===== src/sv/swrl_pkg.sv =====
`default_nettype none
// ----------------------------------------------------------------------------
// swrl_pkg: shared types and microcode for the sliding window rate limiter
// Control word layout, step labels, the program ROM, register and verdict
// codes.
// ----------------------------------------------------------------------------
package swrl_pkg;

	localparam int unsigned LOG_DEPTH_DEF     = 8;
	localparam int unsigned WINDOW_LENGTH_DEF = 3600000;

	localparam int unsigned TIME_W = 48;
	localparam int unsigned WAIT_W = 32;
	localparam int unsigned CFG_W  = 32;
	localparam int unsigned CFG_AW = 2;
	localparam int unsigned IN_W   = 56;
	localparam int unsigned OUT_W  = 40;

	// configuration register indexes
	localparam logic [CFG_AW-1:0] CFG_COOLDOWN = 2'd0;
	localparam logic [CFG_AW-1:0] CFG_HOURLY   = 2'd1;
	localparam logic [CFG_AW-1:0] CFG_BURST    = 2'd2;

	localparam logic [31:0] COOLDOWN_RST = 32'd60000;
	localparam logic [7:0]  HOURLY_RST   = 8'd5;
	localparam logic [7:0]  BURST_RST    = 8'd3;

	localparam logic [1:0] VERDICT_OK       = 2'd0;
	localparam logic [1:0] VERDICT_LIMIT    = 2'd1;
	localparam logic [1:0] VERDICT_COOLDOWN = 2'd2;

	typedef logic [3:0] step_t;

	typedef enum logic [3:0] {
		OP_NONE,
		OP_LOAD,
		OP_SCAN_RD,
		OP_SCAN_EV,
		OP_CALC,
		OP_DIFF,
		OP_RESULT,
		OP_SHIFT_INIT,
		OP_SHIFT_RD,
		OP_SHIFT_EV,
		OP_SHIFT_END,
		OP_APPEND
	} op_t;

	typedef enum logic [3:0] {
		C_NONE,
		C_ALWAYS,
		C_NO_ITEM,
		C_EMPTY,
		C_SCAN_MORE,
		C_OUT_BUSY,
		C_NO_REC,
		C_NOT_FULL,
		C_LAST_SLOT
	} cond_t;

	typedef struct packed {
		op_t   op;
		cond_t cond;
		step_t target;
	} ctrl_word_t;

	// step labels
	localparam step_t S_IDLE    = 4'd0;
	localparam step_t S_SCAN_RD = 4'd1;
	localparam step_t S_SCAN_EV = 4'd2;
	localparam step_t S_CALC    = 4'd3;
	localparam step_t S_DIFF    = 4'd4;
	localparam step_t S_RESULT  = 4'd5;
	localparam step_t S_REC     = 4'd6;
	localparam step_t S_FULL    = 4'd7;
	localparam step_t S_SH_RD   = 4'd8;
	localparam step_t S_SH_EV   = 4'd9;
	localparam step_t S_SH_END  = 4'd10;
	localparam step_t S_APPEND  = 4'd11;

	localparam int unsigned NUM_STEPS = 12;

	// a taken condition jumps to target, otherwise the step counter advances
	localparam ctrl_word_t UCODE [NUM_STEPS] = '{
		'{OP_LOAD,       C_NO_ITEM,   S_IDLE},
		'{OP_SCAN_RD,    C_EMPTY,     S_CALC},
		'{OP_SCAN_EV,    C_SCAN_MORE, S_SCAN_RD},
		'{OP_CALC,       C_NONE,      S_IDLE},
		'{OP_DIFF,       C_NONE,      S_IDLE},
		'{OP_RESULT,     C_OUT_BUSY,  S_RESULT},
		'{OP_SHIFT_INIT, C_NO_REC,    S_IDLE},
		'{OP_NONE,       C_NOT_FULL,  S_APPEND},
		'{OP_SHIFT_RD,   C_LAST_SLOT, S_SH_END},
		'{OP_SHIFT_EV,   C_ALWAYS,    S_SH_RD},
		'{OP_SHIFT_END,  C_ALWAYS,    S_IDLE},
		'{OP_APPEND,     C_ALWAYS,    S_IDLE}
	};

endpackage
`default_nettype wire


===== src/sv/sliding_window_rate_limiter_unit.sv =====
`default_nettype none
// ----------------------------------------------------------------------------
// sliding_window_rate_limiter_unit: alert rate limiter over a time log
// Checks each request against a log of recent alert times (window limit and
// burst cooldown) and, on a record command, prunes and appends to the log.
// ----------------------------------------------------------------------------
//
//  group   | dir | payload (lowest bit first)
//  --------+-----+----------------------------------------------------------
//  s_*     | in  | cmd[0], now_time[48:1], zero pad to 56 bits
//  m_*     | out | verdict[1:0], wait_time[33:2], wait_valid[34], active[35]
//  cfg_*   | in  | cfg_addr 0 cooldown_time, 1 hourly_limit, 2 burst_count
//
// A microcoded sequencer walks the log memory entry by entry (registered
// read, then evaluate). It loads the request, reads and evaluates every
// logged entry, then computes the limit, the difference and the result.
// After the result a check returns to idle; a record appends the new time,
// or, when the log stays full, shifts the oldest entry out and writes the
// new time last. Reset empties the log through its fill count; no clearing pass.
// A stalled result holds in the output register; the sequencer waits there.
module sliding_window_rate_limiter_unit #(
	parameter int unsigned LOG_DEPTH     = swrl_pkg::LOG_DEPTH_DEF,
	parameter int unsigned WINDOW_LENGTH = swrl_pkg::WINDOW_LENGTH_DEF
) (
	input  wire logic                        clk,
	input  wire logic                        arst_n,
	input  wire logic                        s_tvalid,
	output logic                             s_tready,
	input  wire logic [swrl_pkg::IN_W-1:0]   s_tdata,  // cmd, now_time
	output logic                             m_tvalid,
	input  wire logic                        m_tready,
	output logic [swrl_pkg::OUT_W-1:0]       m_tdata,  // verdict, wait_time, wait_valid, active
	input  wire logic                        cfg_we,
	input  wire logic [swrl_pkg::CFG_AW-1:0] cfg_addr,
	input  wire logic [swrl_pkg::CFG_W-1:0]  cfg_data
);
	import swrl_pkg::*;

	localparam int unsigned CW = $clog2(LOG_DEPTH + 1);
	localparam int unsigned AW = (LOG_DEPTH > 1) ? $clog2(LOG_DEPTH) : 1;
	localparam logic [CW-1:0] DEPTH_C = CW'(LOG_DEPTH);
	localparam logic [CW-1:0] LAST_C  = CW'(LOG_DEPTH - 1);
	localparam logic [TIME_W-1:0] WIN_C = TIME_W'(WINDOW_LENGTH);

	// configuration
	logic [31:0] cooldown_q;
	logic [7:0]  hourly_q;
	logic [7:0]  burst_q;

	// sequencer
	step_t      step_q;
	step_t      step_nxt;
	ctrl_word_t cw;
	logic       jump;

	// datapath
	logic              cmd_q;
	logic [TIME_W-1:0] now_q;
	logic [TIME_W-1:0] cutoff_q;
	logic [CW-1:0]     idx_q;
	logic [CW-1:0]     wr_q;
	logic [CW-1:0]     count_q;
	logic [CW-1:0]     win_q;
	logic [TIME_W-1:0] oldest_q;
	logic              found_q;
	logic [TIME_W-1:0] last_q;
	logic [TIME_W-1:0] rd_q;
	logic              lim_q;
	logic              bur_q;
	logic [49:0]       sum_q;
	logic signed [50:0] diff_q;

	logic              m_tvalid_q;
	logic [OUT_W-1:0]  m_tdata_q;

	// log memory
	logic [TIME_W-1:0] log_mem [LOG_DEPTH];
	logic              mem_we;
	logic [AW-1:0]     mem_wa;
	logic [TIME_W-1:0] mem_wd;
	logic              mem_re;
	logic [AW-1:0]     mem_ra;

	logic [CW-1:0]     idx_inc;
	logic [TIME_W-1:0] in_now;
	logic              in_win;
	logic              out_busy;
	logic              res_fire;
	logic [7:0]        win8;
	logic [WAIT_W-1:0] sat_wait;
	logic              diff_pos;
	logic [1:0]        verdict;
	logic [WAIT_W-1:0] wait_time;
	logic              wait_valid;

	assign cw       = UCODE[step_q];
	assign idx_inc  = idx_q + CW'(1);
	assign in_now   = s_tdata[TIME_W:1];
	assign in_win   = (rd_q >= cutoff_q);
	assign out_busy = m_tvalid_q && !m_tready;
	assign res_fire = (cw.op == OP_RESULT) && !out_busy;
	assign win8     = 8'(win_q);

	assign s_tready = (step_q == S_IDLE);
	assign m_tvalid = m_tvalid_q;
	assign m_tdata  = m_tdata_q;

	// jump condition
	always_comb begin
		unique case (cw.cond)
			C_NONE:      jump = 1'b0;
			C_ALWAYS:    jump = 1'b1;
			C_NO_ITEM:   jump = !s_tvalid;
			C_EMPTY:     jump = (count_q == '0);
			C_SCAN_MORE: jump = ({1'b0, idx_inc} < {1'b0, count_q});
			C_OUT_BUSY:  jump = out_busy;
			C_NO_REC:    jump = !cmd_q;
			C_NOT_FULL:  jump = (wr_q != DEPTH_C);
			C_LAST_SLOT: jump = (idx_q == LAST_C);
			default:     jump = 1'b0;
		endcase
		step_nxt = jump ? cw.target : step_q + 4'd1;
	end

	// memory port control
	always_comb begin
		mem_we = 1'b0;
		mem_wa = wr_q[AW-1:0];
		mem_wd = rd_q;
		mem_re = 1'b0;
		mem_ra = idx_q[AW-1:0];
		unique case (cw.op)
			OP_SCAN_RD: begin
				mem_re = 1'b1;
			end
			OP_SCAN_EV: begin
				// compact in-window entries toward the head
				mem_we = cmd_q && in_win;
			end
			OP_SHIFT_RD: begin
				mem_re = (idx_q != LAST_C);
				mem_ra = idx_inc[AW-1:0];
			end
			OP_SHIFT_EV: begin
				mem_we = 1'b1;
				mem_wa = idx_q[AW-1:0];
			end
			OP_SHIFT_END: begin
				mem_we = 1'b1;
				mem_wa = idx_q[AW-1:0];
				mem_wd = now_q;
			end
			OP_APPEND: begin
				mem_we = 1'b1;
				mem_wd = now_q;
			end
			default: begin
			end
		endcase
	end

	always_ff @(posedge clk) begin
		if (mem_we) begin
			log_mem[mem_wa] <= mem_wd;
		end
		if (mem_re) begin
			rd_q <= log_mem[mem_ra];
		end
	end

	// saturate the signed difference to the wait field
	always_comb begin
		diff_pos = !diff_q[50] && (diff_q != '0);
		if (!diff_pos) begin
			sat_wait = '0;
		end else if (|diff_q[49:WAIT_W]) begin
			sat_wait = '1;
		end else begin
			sat_wait = diff_q[WAIT_W-1:0];
		end
		verdict    = VERDICT_OK;
		wait_time  = '0;
		wait_valid = 1'b0;
		if (lim_q) begin
			verdict = VERDICT_LIMIT;
			if (found_q && (oldest_q != '0)) begin
				wait_time  = sat_wait;
				wait_valid = 1'b1;
			end
		end else if (bur_q && (last_q != '0) && diff_pos) begin
			verdict    = VERDICT_COOLDOWN;
			wait_time  = sat_wait;
			wait_valid = 1'b1;
		end
	end

	always_ff @(posedge clk or negedge arst_n) begin
		if (!arst_n) begin
			cooldown_q <= COOLDOWN_RST;
			hourly_q   <= HOURLY_RST;
			burst_q    <= BURST_RST;
		end else if (cfg_we) begin
			unique case (cfg_addr)
				CFG_COOLDOWN: cooldown_q <= cfg_data;
				CFG_HOURLY:   hourly_q   <= cfg_data[7:0];
				CFG_BURST:    burst_q    <= cfg_data[7:0];
				default: begin
				end
			endcase
		end
	end

	always_ff @(posedge clk or negedge arst_n) begin
		if (!arst_n) begin
			step_q     <= S_IDLE;
			count_q    <= '0;
			m_tvalid_q <= 1'b0;
		end else begin
			step_q <= step_nxt;
			if (res_fire) begin
				m_tvalid_q <= 1'b1;
			end else if (m_tready) begin
				m_tvalid_q <= 1'b0;
			end
			if (cw.op == OP_APPEND) begin
				count_q <= wr_q + CW'(1);
			end else if (cw.op == OP_SHIFT_END) begin
				count_q <= DEPTH_C;
			end
		end
	end

	always_ff @(posedge clk) begin
		unique case (cw.op)
			OP_LOAD: begin
				cmd_q    <= s_tdata[0];
				now_q    <= in_now;
				cutoff_q <= (in_now >= WIN_C) ? in_now - WIN_C : '0;
				idx_q    <= '0;
				wr_q     <= '0;
				win_q    <= '0;
				found_q  <= 1'b0;
				oldest_q <= '0;
				last_q   <= '0;
			end
			OP_SCAN_EV: begin
				if (in_win) begin
					win_q <= win_q + CW'(1);
					if (!found_q || (rd_q < oldest_q)) begin
						oldest_q <= rd_q;
						found_q  <= 1'b1;
					end
					if (cmd_q) begin
						wr_q <= wr_q + CW'(1);
					end
				end
				last_q <= rd_q;
				idx_q  <= idx_inc;
			end
			OP_CALC: begin
				lim_q <= (win8 >= hourly_q);
				bur_q <= (win8 >= burst_q);
				if (win8 >= hourly_q) begin
					sum_q <= 50'(oldest_q) + 50'(WINDOW_LENGTH);
				end else begin
					sum_q <= 50'(last_q) + 50'(cooldown_q);
				end
			end
			OP_DIFF: begin
				diff_q <= $signed({1'b0, sum_q}) - $signed({3'b000, now_q});
			end
			OP_RESULT: begin
				if (!out_busy) begin
					m_tdata_q <= {4'b0000, (win_q != '0), wait_valid, wait_time, verdict};
				end
			end
			OP_SHIFT_INIT: begin
				idx_q <= '0;
			end
			OP_SHIFT_EV: begin
				idx_q <= idx_inc;
			end
			default: begin
			end
		endcase
	end

endmodule
`default_nettype wire

===== config.mk =====
export PLATFORM = sky130hd
export DESIGN_NAME = sliding_window_rate_limiter_unit
export DESIGN_NICKNAME = d
export VERILOG_FILES = /design/src/sv/swrl_pkg.sv /design/src/sv/sliding_window_rate_limiter_unit.sv
export SDC_FILE = /design/constraint.sdc
export NUM_CORES = 1
export LEC_CHECK = 0
export ABC_AREA = 1
export BUFFER_PORTS_ARGS = -buffer_cell sky130_fd_sc_hd__buf_2
export CAP_MARGIN = 20
export CORE_MARGIN = 2
export CORE_UTILIZATION = 40
export DETAILED_ROUTE_END_ITERATION = 16
export GPL_ROUTABILITY_DRIVEN = 0
export PLACE_DENSITY = 0.6
export SLEW_MARGIN = 20
export SYNTH_ARGS = -nofsm -noshare
export SYNTH_HDL_FRONTEND = slang
export SYNTH_SLANG_ARGS = --single-unit

===== constraint.sdc =====
create_clock -name clk -period 17.5 [get_ports clk]
set_clock_uncertainty 0.05 [all_clocks]
set_input_delay 4.375 -clock clk [delete_from_list [all_inputs] [get_ports clk]]
set_output_delay 4.375 -clock clk [all_outputs]
set_load 0.01 [all_outputs]

==> run summary, run 1 <==
The flow ran to the end, and the final reports show no timing, DRC or antenna violations. The post-CTS setup buffer count came out at 0. The count of port buffers added during placement came out at 125. The number of cells upsized or downsized after cts came out at 0. The remaining number of nets flagged by the antenna check after routing is 0. CTS placed an instance of sky130_fd_sc_hd__clkbuf_16 at the clock tree root.

The final cycle utilization of the critical path is 37.6%. The average wire length per cell after detail routing came out at 19.2 um. The most common cell in the synthesized netlist is sky130_fd_sc_hd__nand2_1. The cell type with the largest total area after synthesis is sky130_fd_sc_hd__edfxtp_1. For this run the aggregate overflow at the end of global routing stands at 0.

The shortest clock period the worst path allows after layout is 6.57 ns. The via count of the first global-routing pass came out at 31400. The min-delay analysis places its worst path in the category flip-flop to flip-flop. The endpoint identified for the worst register-to-register timing path is log_mem[4][45]. The launching point of the worst reg2reg path is step_q[0]. On the critical path, the stage with the largest delay is an instance of sky130_fd_sc_hd__dfrtp_1.

The final net count is 5171. The number of synthesis warnings came out at 0. The register-to-register setup slack came out at 12.99 ns. In the routed design, unresolved DRC markers number 0.

TritonCTS built the clock tree. The post-detailed-route via-to-cell ratio is 5.21. The placed wire-length estimate came out at 88300 um. The worst-case vdd ir drop is 136 uV. For this block, the routed nets add up to 124000 um of wire. The maximum fanout along the worst path is 10. Counting the buffers created by CTS gives 89. The count of unique library cells instantiated by Yosys is 52. In this run the core area contains 121 standard-cell rows.

The count of vias placed by the detailed router came out at 33500. The initial antenna violation count came out at 29. Entering global routing, the biggest net connects 107 pins. After the first detailed-routing iteration, the DRC count stood at 2941.

Setup violations remaining at the end of the flow were counted as 0. In this run the worst setup path terminates at s_tready. The wire length of the first global-routing pass is 185000 um. Data arrives at the worst endpoint at 2.15 ns. The later-pin clock latency in the skew report is 0.69 ns. The number of pins exceeding their max-slew limit in the final report came to 0. By area the synthesized netlist is led by sky130_fd_sc_hd__edfxtp_1 53%, sky130_fd_sc_hd__nand2_1 7.8%, sky130_fd_sc_hd__inv_1 5.7%, sky130_fd_sc_hd__ha_1 5.6%, sky130_fd_sc_hd__nor2_1 5.0%. The headroom to the max-slew limit came out at 28.4%. The total count of hold-check failures in the final report was 0. The per-instance average area after synthesis came out at 9.30 sq um.

137 I/O pins were placed. Setup repair after global routing left no endpoint under its margin. The post-synthesis async set-or-reset flop share is 6.84%. The number of H-tree branching levels came out at 3. The total core area came out at 109000 sq um. The worst-case reg-to-reg path depth came out at 12. The fraction of final layout cells sized beyond drive strength 1 is 7.82%. The initial utilization of the core area, before any placement, comes to 40.5%.

The mapped cell area came out at 44200 sq um. The required time of the critical path came out at 13.08 ns. Timing would allow up to 0.152 GHz. Setup total negative slack on the finished layout was measured at 0 ns.

The clock drives 833 sinks. The stage delay of the slowest cell on the critical path came out at 0.72 ns. The critical path class is flip-flop to output port. The worst setup path is captured at an output port.

The gate count of the mapped netlist came out at 4755. For this design the ratio of total power to cell area is 192 nW/um^2. The number of flip-flops and latches in the synthesized netlist came out at 833. In this run the deepest clock path goes through 3 buffers. The floorplan step defined a die boundary enclosing 113000 sq um. The critical path goes through inv_2 -> ha_1 -> nor3b_1 -> buf_2.

At the pin with the least slew margin, the transition time is 1.07 ns. For this run, the leading register cell type out of synthesis is sky130_fd_sc_hd__edfxtp_1. The number of placed cells counting well taps is 6258.

The detailed-router iteration count before antenna repair came out at 6. The hold-fix buffer count after cts came out at 0. The area growth from synthesis to layout is 11.4%. After filler insertion, the fill cell instance count of the layout stands at 10500. The number of standard cells in the final layout excluding fillers came out at 6435. The sequential-to-total area share from yosys stat came out at 56.0%.

For this run, the total global-route usage over all layers was measured as 21.7%. The die boundary width is 336 um. Sorting the synthesized cells by how often they occur yields 916 x sky130_fd_sc_hd__nand2_1, 776 x sky130_fd_sc_hd__edfxtp_1, 677 x sky130_fd_sc_hd__inv_1. The die boundary height came out at 336 um.

The clock transition at the register clock pins on the worst setup and hold paths after CTS came out at 0.06 ns. The number of max-cap violations came out at 0. The count of flip-flops with a built-in enable after synthesis came out at 776.

The most critical setup path has its startpoint at step_q[0]. The standby leakage power is 0.0202 uW. The sort of element at the start of the critical path is a flip-flop. The area fraction of the dominant cell type after synthesis is 52.7%.
cell families (layout without fill, tap and decap cells):
kind of cell    Yosys count  after routing  share of synthesized area (%)
compound gates          849            849                           10.2
xor+xnor                 80             80                           1.58
fa+ha+maj               201            201                           5.72
buf+inv                 827           1015                           7.57
flops                   833            833                           56.0
mux                      24             24                          0.611
other cells               1             17                        0.00848
simple gates           1940           1940                           18.3
stage by stage:
| stage | utilization (%) | area [sq um] | hold WS (ns) | setup slack (ns) | total power (uW) |
|---|---|---|---|---|---|
| 2_1_floorplan | - | 44200 | 0.374 | 10.06 | 6360 |
| 3_3_place_gp | 42.4 | 46400 | 0.411 | 10.99 | 7550 |
| 3_5_place_dp | 42.4 | 46400 | 0.418 | 10.94 | 7630 |
| 4_1_cts | 45.0 | 49200 | 0.433 | 10.89 | 9450 |
| 5_1_grt | 45.0 | 49200 | 0.467 | 10.82 | 10100 |
| 6_report | 45.1 | 49300 | 0.428 | 10.93 | 9450 |
layer usage:
metal / vias up / track usage, % / wire, um
li1: 16400 / - / -
met1: 15700 / 28.2 / 52400
met2: 1087 / 36.0 / 57700
met3: 272 / 3.54 / 8190
met4: 26 / 9.12 / 5090
met5: - / 0 / 189
placed cells by master, fill, tap and decap left out, types with 6 or more instances in the layout:
| cell type | instances |
|---|---|
| sky130_fd_sc_hd__diode_2 | 13 |
| sky130_fd_sc_hd__a21o_1 | 8 |
| sky130_fd_sc_hd__a31oi_1 | 9 |
| sky130_fd_sc_hd__nor2_4 | 8 |
| sky130_fd_sc_hd__xnor2_1 | 25 |
| sky130_fd_sc_hd__o21ai_0 | 347 |
| sky130_fd_sc_hd__or2_2 | 6 |
| sky130_fd_sc_hd__nor2_1 | 581 |
| sky130_fd_sc_hd__nand3b_1 | 16 |
| sky130_fd_sc_hd__nor4_1 | 30 |
| sky130_fd_sc_hd__nor2_2 | 7 |
| sky130_fd_sc_hd__o21ai_1 | 110 |
| sky130_fd_sc_hd__clkinv_2 | 11 |
| sky130_fd_sc_hd__nand4_1 | 64 |
| sky130_fd_sc_hd__a21oi_4 | 8 |
| sky130_fd_sc_hd__clkbuf_16 | 89 |
| sky130_fd_sc_hd__nand2_2 | 6 |
| sky130_fd_sc_hd__clkinv_1 | 18 |
| sky130_fd_sc_hd__buf_2 | 125 |
| sky130_fd_sc_hd__buf_4 | 32 |
| sky130_fd_sc_hd__dfrtp_1 | 46 |
| sky130_fd_sc_hd__a21oi_1 | 226 |
| sky130_fd_sc_hd__nor3_1 | 50 |
| sky130_fd_sc_hd__inv_2 | 15 |
| sky130_fd_sc_hd__o21bai_1 | 9 |
| sky130_fd_sc_hd__o211ai_1 | 7 |
| sky130_fd_sc_hd__dfstp_2 | 11 |
| sky130_fd_sc_hd__nand2_1 | 914 |
| sky130_fd_sc_hd__ha_1 | 199 |
| sky130_fd_sc_hd__clkbuf_8 | 6 |
| sky130_fd_sc_hd__clkbuf_1 | 23 |
| sky130_fd_sc_hd__o22ai_1 | 101 |
| sky130_fd_sc_hd__xor2_1 | 55 |
| sky130_fd_sc_hd__inv_1 | 676 |
| sky130_fd_sc_hd__nand3_1 | 241 |
| sky130_fd_sc_hd__mux2_2 | 24 |
| sky130_fd_sc_hd__edfxtp_1 | 776 |
how the worst min path moves through the flow:
stage	startpoint	to	slack, ns	cells past startpoint
floorplan	lim_q	m_tdata[0]	0.37	0
global placement	burst_q[5]	burst_q[5]	0.41	2
detailed placement	burst_q[4]	burst_q[4]	0.42	2
CTS	burst_q[4]	burst_q[4]	0.43	2
global route	hourly_q[2]	hourly_q[2]	0.47	2
finish	burst_q[4]	burst_q[4]	0.43	2
where the power goes:
group | switching (uW) | total (uW) | internal [uW]
Sequential | 380 | 3580 | 3200
Combinational | 2880 | 4070 | 1180
Clock | 791 | 1810 | 1010
sequential cells by signal (all words and copies together) (netlist names), 4 cells and up:
register,cells
step_q,4
hourly_q,8
wr_q,4
idx_q,4
cooldown_q,32
diff_q,51
cutoff_q,48
win_q,4
log_mem,384
last_q,48
count_q,4
rd_q,48
oldest_q,48
sum_q,49
now_q,48
burst_q,8
m_tdata,36
critical path, delay by kind of cell, from the launching register on:
kind / cells / cell delay [ns]
buffers and inverters: 2 / 0.34
AND/OR/NAND/NOR: 1 / 0.15
flip-flops: 1 / 0.72
adder cells (fa/ha/maj): 1 / 0.26
area by class of cell:
type                            instances  area [sq um]  area share (%)
Multi-Input combinational cell       3098         16300            33.1
Timing Repair Buffer                  160           925            1.88
Antenna cell                           13          32.5          0.0660
Sequential cell                       833         24700            50.2
Clock buffer                          118          2400            4.86
Inverter                              693          2610            5.29
Clock inverter                         44           398           0.808
Tap cell                             1476          1850            3.75
(Power assumes the default switching activity.)
==> run 2, diff against run 1 <==
Settings changed: ABC_AREA 1 to 0.
Clock period 17.5 ns to 6.2 ns, I/O delays scaled along.
==> run summary, run 2 <==
The clock transition at the register clock pins on the worst setup and hold paths after CTS is 0.06 ns (about the same). The total power draw was 12500 uW (+32%). The die boundary height came to 321 um (-4.5%). The I/O pin count is 137 (unchanged). The number of flip-flops and latches in the synthesized netlist was 833 (unchanged).

The later-pin clock latency in the skew report came out at 0.65 ns (-0.04 ns). The most used flip-flop cell after synthesis is sky130_fd_sc_hd__edfxtp_1. The initial antenna violation count came out at 21 (-28%). The count of port buffers added during placement is 125 (unchanged). The area growth from synthesis to layout is 13.1%. The worst hold path class is flip-flop to flip-flop. The worst slack at placement was 1.31 ns (-9.63 ns). The number of cells upsized or downsized after cts is 0 (unchanged).

The least setup slack across all paths after layout is 1.56 ns (-9.37 ns). The most common library cell in the layout ignoring fill and taps is sky130_fd_sc_hd__edfxtp_1. The gate count of the mapped netlist is 2974 (-37%). Counting flops per register, the top entry is log_mem. The count of flip-flops with a built-in enable after synthesis came out at 776 (unchanged). The wire length reported by the detailed router is 97900 um (-21%). The number of pins exceeding their max-slew limit in the final report is 0 (unchanged). The post-detailed-route via-to-cell ratio came out at 5.37 (+3.1%). Of all cell types, the one taking the most synthesized area is sky130_fd_sc_hd__edfxtp_1. The wire length of the first global-routing pass is 146000 um (-21%). TritonCTS built the clock tree.

On the critical path, the stage with the largest delay is an instance of sky130_fd_sc_hd__buf_4. The count of vias placed by the detailed router came out at 24200 (-28%). The stage delay of the slowest cell on the critical path came out at 0.74 ns (+0.02 ns).

The detailed-router iteration count before antenna repair is 7 (+1). The headroom to the max-slew limit is 28.8% (+0.37 points). The number of buffers added by the clock tree synthesis step is 88 (-1.1%). The mapped cell area is 40300 sq um (-8.9%).

The tree is rooted in a sky130_fd_sc_hd__clkbuf_16. The critical path class is flip-flop to flip-flop. The fraction of final layout cells sized beyond drive strength 1 is 16.9% (+9.1 points). Setup repair after global routing left no endpoint under its margin.

The final net count came out at 3416 (-34%). The post-layout instance area is 45600 sq um (-7.5%). The standby leakage power is 0.0157 uW (-22%). The total count of hold-check failures in the final report came to 0 (unchanged). The placed cell area came out at 42500 sq um (-8.3%). The per-instance average area after synthesis came out at 13.5 sq um (+46%). The number of flip-flops under the largest register name was 384 (unchanged). The post-synthesis async set-or-reset flop share came out at 6.84% (unchanged).

The number of H-tree branching levels came to 3 (unchanged). Counting instances in the post-synthesis netlist gives the leading cell types as 776 x sky130_fd_sc_hd__edfxtp_1, 199 x sky130_fd_sc_hd__ha_1, 195 x sky130_fd_sc_hd__inv_1. The number of max-cap violations is 0 (unchanged).

Among cell families on the critical path, the largest total delay comes from simple AND/OR/NAND/NOR gates. The die boundary width is 321 um (-4.5%). The worst-case vdd ir drop is 234 uV (+72%). The measured slew at the worst slew-check pin is 1.07 ns (-0.00555 ns). The initial cell density of the core came out at 40.3% (-0.19 points). The number of synthesis warnings was 0 (unchanged). The routed design could run at a clock period as short as 4.64 ns. In the layout the commonest cells are 776 x sky130_fd_sc_hd__edfxtp_1, 199 x sky130_fd_sc_hd__ha_1, 194 x sky130_fd_sc_hd__inv_1. The flow ran to the end, and the final reports show no timing, DRC or antenna violations. The total core area was 100000 sq um (-8.5%).

The total track usage is 18.9% (-2.8 points). The final cycle utilization of the critical path is 74.8%. The number of standard-cell rows in the floorplan came out at 116 (-4.1%). The starting DRC count in detailed routing is 1958 (-33%). The endpoint type of the worst setup path is a flip-flop. The total congestion overflow after global routing came to 0 (unchanged). The pin count of the biggest net entering global routing came out at 94 (-12%).

The worst-case clock buffer depth is 3 (unchanged). The required time of the critical path is 6.41 ns (-6.67 ns). The count of unique library cells instantiated by Yosys is 74 (+42%).

Sorting the synthesized cells by area gives the leading types as sky130_fd_sc_hd__edfxtp_1 58%, sky130_fd_sc_hd__ha_1 6.2%, sky130_fd_sc_hd__mux4_2 5.4%, sky130_fd_sc_hd__dfrtp_1 2.9%, sky130_fd_sc_hd__mux2_2 2.9%. The remaining number of nets flagged by the antenna check after routing was 0 (unchanged). The signal on the critical path passes through ha_1 -> inv_1 -> mux2i_1 -> nand2_1 -> inv_2 -> nand2_1 -> inv_1 -> nand4_1 -> a31oi_1 -> o21ai_0 -> and3_1 -> nor3_2 -> buf_4. The placed wire-length estimate is 69600 um (-21%). The DRC violations left came out at 0 (unchanged). The count of buffer and inverter cells on the critical path came out at 4 (+2). The average wire length per cell after detail routing is 21.7 um (+13%). The total clock sinks is 833 (unchanged). The upper clock frequency limit is 0.215 GHz. The sort of element at the start of the critical path is a flip-flop. The number of endpoints failing setup at the final stage is 0 (unchanged). In the final layout, the registers with the most flip-flops are log_mem: 384 flops, diff_q: 51 flops, sum_q: 49 flops. The area fraction of the dominant cell type after synthesis came out at 57.9% (+5.2 points). The post-CTS setup buffer count is 0 (unchanged). The via count of the first global-routing pass came out at 23900 (-24%). The data arrival time of the critical path came out at 4.85 ns (+2.70 ns). The maximum fanout along the worst path came to 48 (+38).

Yosys instantiated no cell more often than sky130_fd_sc_hd__edfxtp_1. The hold-fix buffer count after cts is 0 (unchanged). The total die area is 103000 sq um (-8.8%). The sequential-to-total area share from yosys stat is 61.4% (+5.5 points). The power per standard cell area is 275 nW/um^2 (+43%).
[run 2: path summary, 6_finish.rpt]
| kind | depth (start not counted) | start | to | slack, ns |
|---|---|---|---|---|
| setup / recovery | 13 | step_q[0] | log_mem[1][43] | 1.56 |
| hold / removal | 1 | burst_q[2] | burst_q[2] | 0.45 |
| setup reg to reg | 13 | step_q[0] | log_mem[1][43] | 1.56 |
| hold reg to reg | 1 | burst_q[2] | burst_q[2] | 0.45 |
| max in group asynchronous | 2 | arst_n | cooldown_q[16] | 4.45 |
| min in group asynchronous | 2 | arst_n | hourly_q[6] | 1.04 |
[run 2: area by class of cell]
class | count | area, sq um
inverter | 195 | 732
sequential | 833 | 24700
antenna | 9 | 22.5
clock inverter | 54 | 626
fill | 8807 | 54400
multi-input combinational | 1844 | 14500
timing repair buffer | 158 | 898
clock buffer | 111 | 2390
tap | 1298 | 1620
[run 2: routing by layer]
layer  vias up  global-route usage [%]  part of all wire [%]
met4        26                    5.91                   2.4
li1      11600                       -                     -
met1     11800                    26.0                    45
met5         -                       0                  0.18
met2       628                    30.4                    46
met3       163                    3.54                   6.5
[run 2: metrics by stage]
| step | hold WS [ns] | util [%] | setup TNS [ns] | std cells |
|---|---|---|---|---|
| global route | 0.471 | 45.5 | 0 | 4496 |
| detailed placement | 0.444 | 42.5 | 0 | 4328 |
| finish | 0.453 | 45.6 | 0 | 4502 |
| global placement | 0.436 | 42.5 | 0 | 4328 |
| CTS | 0.458 | 45.5 | 0 | 4493 |
| floorplan | 0.401 | - | -345.73 | 2977 |
[run 2: kinds of logic after synthesis]
family,Yosys count,share of synthesized area (%)
buffers and inverters,300,2.92
xor gates and xnor gates,153,3.33
and+or+nand+nor,723,8.95
DFF,833,61.4
AOI/OAI and AO/OA,556,8.63
muxes,207,8.44
adders and majority gates,201,6.28
other,1,0.00931
[run 2: report_power, final]
part / switching [uW] / internal, uW / leakage, uW / total (uW)
sequential: 57.8 / 6180 / 0.00637 / 6240
combinational: 455 / 356 / 0.00786 / 811
clock: 2210 / 3250 / 0.00147 / 5460
total: 2720 / 9780 / 0.0157 / 12500
